<file path="src/sv/lzss_bitstream_decoder_core_defines.svh">
// Assertion macros shared by the LZSS decoder RTL.
// Needs clk_i and rst_ni in the scope of each use.
`ifndef LZSS_BITSTREAM_DECODER_CORE_DEFINES_SVH
`define LZSS_BITSTREAM_DECODER_CORE_DEFINES_SVH
`ifndef SYNTHESIS
`define LZBD_ASSERT_IMP(lbl, a, c) \
  lbl: assert property (@(posedge clk_i) disable iff (!rst_ni) (a) |-> (c)) \
    else $error("lzbd assertion failed");
`define LZBD_ASSERT_NXT(lbl, a, c) \
  lbl: assert property (@(posedge clk_i) disable iff (!rst_ni) (a) |=> (c)) \
    else $error("lzbd assertion failed");
`else
`define LZBD_ASSERT_IMP(lbl, a, c)
`define LZBD_ASSERT_NXT(lbl, a, c)
`endif
`endif

</file>
<file path="src/sv/lzbd_fifo.sv">
// Small register queue used on both sides of the decoder.
// No dependencies.
module lzbd_fifo #(
  parameter int DEPTH = 2,
  parameter int W     = 8
) (
  input  logic         clk_i,
  input  logic         rst_ni,
  input  logic         push_i,
  input  logic [W-1:0] data_i,
  output logic         full_o,
  input  logic         pop_i,
  output logic [W-1:0] data_o,
  output logic         empty_o
);
  localparam int AW = (DEPTH > 1) ? $clog2(DEPTH) : 1;
  localparam int CW = $clog2(DEPTH + 1);

  logic [W-1:0]  mem_q [DEPTH];
  logic [AW-1:0] wr_q, wr_d, rd_q, rd_d;
  logic [CW-1:0] cnt_q, cnt_d;
  logic          do_push, do_pop;

  assign full_o  = (cnt_q == CW'(DEPTH));
  assign empty_o = (cnt_q == '0);
  assign do_push = push_i && !full_o;
  assign do_pop  = pop_i && !empty_o;
  assign data_o  = mem_q[rd_q];

  always_comb begin
    wr_d  = wr_q;
    rd_d  = rd_q;
    cnt_d = cnt_q;
    if (do_push) begin
      wr_d = (wr_q == AW'(DEPTH - 1)) ? '0 : wr_q + 1'b1;
    end
    if (do_pop) begin
      rd_d = (rd_q == AW'(DEPTH - 1)) ? '0 : rd_q + 1'b1;
    end
    if (do_push && !do_pop) cnt_d = cnt_q + 1'b1;
    else if (do_pop && !do_push) cnt_d = cnt_q - 1'b1;
  end

  always_ff @(posedge clk_i or negedge rst_ni) begin
    if (!rst_ni) begin
      wr_q  <= '0;
      rd_q  <= '0;
      cnt_q <= '0;
    end else begin
      wr_q  <= wr_d;
      rd_q  <= rd_d;
      cnt_q <= cnt_d;
    end
  end

  always_ff @(posedge clk_i) begin
    if (do_push) mem_q[wr_q] <= data_i;
  end

endmodule

</file>
<file path="config.mk">
export PLATFORM = sky130hd
export DESIGN_NAME = lzbd_fifo
export DESIGN_NICKNAME = d
export VERILOG_FILES = /design/src/sv/lzss_bitstream_decoder_core_defines.svh /design/src/sv/lzbd_fifo.sv
export SDC_FILE = /design/constraint.sdc
export NUM_CORES = 1
export LEC_CHECK = 0
export BUFFER_PORTS_ARGS = -buffer_cell sky130_fd_sc_hd__buf_4
export CORE_MARGIN = 3
export CORE_UTILIZATION = 52
export DETAILED_ROUTE_END_ITERATION = 8
export PLACE_DENSITY = 0.8
export SYNTH_ARGS = -nofsm -noshare
export SYNTH_HDL_FRONTEND = slang
export SYNTH_SLANG_ARGS = --single-unit
</file>
<file path="constraint.sdc">
create_clock -name clk_i -period 3.7 [get_ports clk_i]
set_input_delay 0.74 -clock clk_i [delete_from_list [all_inputs] [get_ports clk_i]]
set_output_delay 0.74 -clock clk_i [all_outputs]
set_load 0.02 [all_outputs]
</file>
* Word level (Yosys, flattened, before mapping) *
Memories as Yosys holds them, arrays and structs flattened.
Cells that the tools add are included.

operators by class
  $add $sub $neg = 4
  multipliers = 0
  divide/modulo/power cells = 0
  magnitude comparators = 0
  equal/unequal tests = 1
  shifts and indexed selects = 0
  multiplexer cells = 6
  bitwise logic cells = 0
  reduce and logical (&&, ||, !) cells = 10

operators with widths
  operator                                                             count
  1-bit logical AND                                                    4
  1-bit logical NOT                                                    4
  1-bit 2-to-1 mux                                                     4
  2-bit 2-to-1 mux                                                     2
  1-bit adder (second input constant)                                  2
  2-bit by 1-bit adder with 2-bit output (second input constant)       1
  2-bit == test (second input constant)                                1
  2-bit logical NOT                                                    1
  2-bit nonzero test                                                   1
  2-bit by 1-bit subtractor with 2-bit output (second input constant)  1

storage, ports and cells
  register bits after elaboration = 4
  latch bits = 0
  RAM bits = 16
  bits in read-only memories = 0
  bits of input ports = 12
  output and inout bits = 10
  memories = 1

memory list
  name   depth  width  read ports  clocked after Yosys merged registers in  wr ports  line             source
  mem_q  2      8      1           0                                        1         lzbd_fifo.sv:19  logic [W-1:0] mem_q [DEPTH];

* Depth between registers and ports, before layout *
  depth after elaboration = 7
  depth in mapped cells = 7
  gate-level depth less buffers = 7

* Worst setup path before layout *
OpenSTA, ideal clock, no wires.

  path kind = reg2out
  start = reg rd_q
  end = out data_o[0]
  arrival = 0.911 ns
  setup slack = 2.049 ns
  stages on the path, launching flop included = 3
  buffers on the path = 1
  cells stage by stage = dfrtp_1 -> buf_2 -> mux2_1

between the ends
  cells in the longest elaborated chain, start to end = 1

ends and longest elaborated chain
  what                    line             source
  start, declared         lzbd_fifo.sv:20  logic [AW-1:0] wr_q, wr_d, rd_q, rd_d;
  start signal, assigned  lzbd_fifo.sv:51  rd_q <= rd_d;
  memory 2 x 8 bit        n/a
  end, declared           lzbd_fifo.sv:13  output logic [W-1:0] data_o,

No other way between the ends.

* Worst setup path in the final report *
  start = reg rd_q
  end = out data_o[7]

The elaborated chain is that of the path after synthesis.

==> qor.csv <==
stage,metric,value,unit
placement,dpl hpwl,841.3,um
yosys,syn nets,57,
global_route,largest net degree at the start of global routing,12,
hold_path,HP Class,in2async,
clock_tree,CTS tree,built,
critical_path,WS Path Type,reg2out,
detailed_routing,1st-iter DRT viols,2,
global_route,GRT Total Usage,13.61,%
clock_tree,post-CTS setup buffers,0,
yosys,Netlist Area Pre-Place,782.0,um^2
yosys,top cell type's share of synthesized area,61.44,%
yosys,Synth Warn #,0,
final_layout,Reg area,580.6,um^2
placement,routability congestion estimate,0.6623,
critical_path,CP Launch Point,rd_q,
sta,period utilization,57.99,%
global_route,antenna violations before repair,0,
detailed_routing,Final ANT Viol Nets,0,
detailed_routing,routed wl met3,84,um
critical_path,Slowest cell on crit path,dfrtp_1,
yosys,Synth area leader,edfxtp_1,
clock_tree,H-tree levels,1,
clock_tree,CTS sink count,20,
detailed_routing,Avg WL per Cell,13.33,um
power_and_ir_drop,VDD IR-drop max,0.5235,mV
final_layout,n_diodes,0,
power_and_ir_drop,P per Cell Area,777.4,mW/mm^2
clock_tree,Worst-path clk slew,0.10,ns
sta,Slew HR,55.02,%
detailed_routing,drt total wl,1106,um
sta,final hold violations,0,
critical_path,crit-path max FO,9,
final_layout,Total Nets Final,82,
critical_path,critical path's largest stage delay,0.58,ns
final_layout,Final Cell Area,979.7,um^2
die,Placement Rows,13,
final_layout,footprint of the multi-input gates,188.9,um^2
sta,Slew @ Worst Pin,0.6723,ns
final_layout,Synth-to-Final Area Change,25.28,%
detailed_routing,DRT Pass-1 Iters,2,
sta,Slew Limit Fails,0,
sta,Tmin final,2.146,ns
sta,clock skew,0.002644,ns
placement,DP Worst Slack,1.862,ns
clock_tree,Clock Latency Late Sink,0.28,ns
global_route,first-pass GRT wire length,1911,um
flow_run,maxcap violations,0,
critical_path,CP Launch Type,register,
die,chip width,44.78,um
sta,RSZ-0062 raised after global routing,no,
yosys,post-synthesis cell count,44,
yosys,Mean Syn Cell Area,17.77,um^2
clock_tree,hold buffers post-CTS,0,
global_route,vias in the first global route,422,
critical_path,Worst R2R Setup Slack,2.09,ns
critical_path,worst path required time,2.96,ns
die,# IOs,22,
final_layout,layout cells sized above 1,41.18,%
yosys,sequential area share after synthesis,74.24,%
placement,PortBufs,21,
clock_tree,CTS resizes,0,
placement,Placed Area,953.4,um^2
yosys,number of synthesized register bits,20,
detailed_routing,DRT met1 WL,431,um
power_and_ir_drop,Total Power,0.7616,mW
critical_path,critical path arrival,1.41,ns
critical_path,reg2reg start,cnt_q[0],
detailed_routing,vias per cell,4.964,
detailed_routing,Met2 Routed Length,580,um
die,Die Y,44.78,um
sta,final worst slack,1.554,ns
sta,Final TNS setup,0,ns
yosys,Synth cell types,15,
die,Initial Util,57.92,%
final_layout,Filler Cell Count,90,
detailed_routing,Highest Signal Layer,met4,
sta,Max Clk Rate,0.4660,GHz
critical_path,CP Capture Type,output port,
die,area of the die,0.002005,mm^2
sta,Hold Slack,0.2280,ns
sta,Setup-failing EPs final,0,
outcome,status,finished clean,
global_route,grt total ovfl,0,
yosys,largest cells by area after synthesis,"edfxtp_1 61%, dfrtp_1 13%, mux2_1 8.6%",
clock_tree,Clock Tree Buf Depth,2,
critical_path,cells along the critical path,mux2_2 -> buf_4,
die,Core ar.,0.001350,mm^2
clock_tree,Root Buffer,clkbuf_4,
detailed_routing,Post-route DRC,0,
detailed_routing,routed vias,412,
power_and_ir_drop,Pleak,0.4065,nW
clock_tree,CTS Buf Count,3,
==> final timing paths <==
path,end,cells after the start
worst max-delay path,data_o[7],2
worst min-delay path,cnt_q[1],1
worst max register to register,mem_q[0][3],3
worst min register to register,wr_q,1
max in group asynchronous,rd_q,1
min in group clk_i,wr_q,1
==> power breakdown <==
group          leakage [nW]  internal (mW)  switching, mW
clock                0.0150         0.0418         0.0572
combinational         0.196          0.146          0.152
sequential            0.195          0.315         0.0493
total                 0.406          0.503          0.259
==> metrics by stage <==
step                util [%]  instances
floorplan                  -         44
global placement       70.62         79
detailed placement     70.62         79
CTS                    72.57         83
global route           72.57         83
finish                 72.57         83
==> cells in the mapped netlist, drive strengths merged <==
cell type	n
edfxtp	16
mux2	8
dfrtp	4
nor2	3
xnor2	3
inv	2
xor2	2
and3	1
buf	1
ha	1
nand2	1
nand2b	1
o21ai	1
==> layer usage <==
metal	GRT usage, %	up-vias
li1	-	204
met1	15.95	192
met2	22.06	14
met3	4.781	2
met4	7.018	0
met5	0	-
==> placed cells by master (no fill, tap or decap) <==
cell type	count
nand2_2	1
xor2_1	2
xnor2_1	2
xnor2_2	1
dfrtp_1	4
nor2_1	3
buf_4	21
clkbuf_4	3
nand2b_1	1
ha_1	1
inv_1	2
mux2_1	6
o21ai_1	1
edfxtp_1	16
mux2_2	2
and3_1	1
clkbuf_1	1
==> cells by family (layout without fill, tap and decap cells) <==
family                   Yosys count  count (layout)  share of synthesized area [%]
flip-flops                        20              20                          74.24
AO/OA/AOI/OAI                      1               1                         0.6394
buffers and inverters              3              27                          1.600
multiplexers                       8               8                          11.52
adder cells (fa/ha/maj)            1               1                          1.600
XOR/XNOR                           5               5                          6.561
AND/OR/NAND/NOR                    6               6                          3.841
==> critical path: cells and delay by family (launching register included) <==
kind     cells  cell delay, ns
buf+inv      1            0.16
flops        1            0.58
mux          1            0.38
==> final cells by class <==
type | instances | share of cell area, %
clock buffer | 4 | 2.682
inverter | 2 | 0.7663
multi-input combinational | 21 | 19.28
sequential | 20 | 59.26
tap | 15 | 1.916
timing repair buffer | 21 | 16.09
==> registers in the layout, indices dropped and copies added, names as in the netlist <==
signal	cells
cnt_q	2
wr_q	1
rd_q	1
mem_q	16
Note: power is estimated with default switching activity, not from simulation.
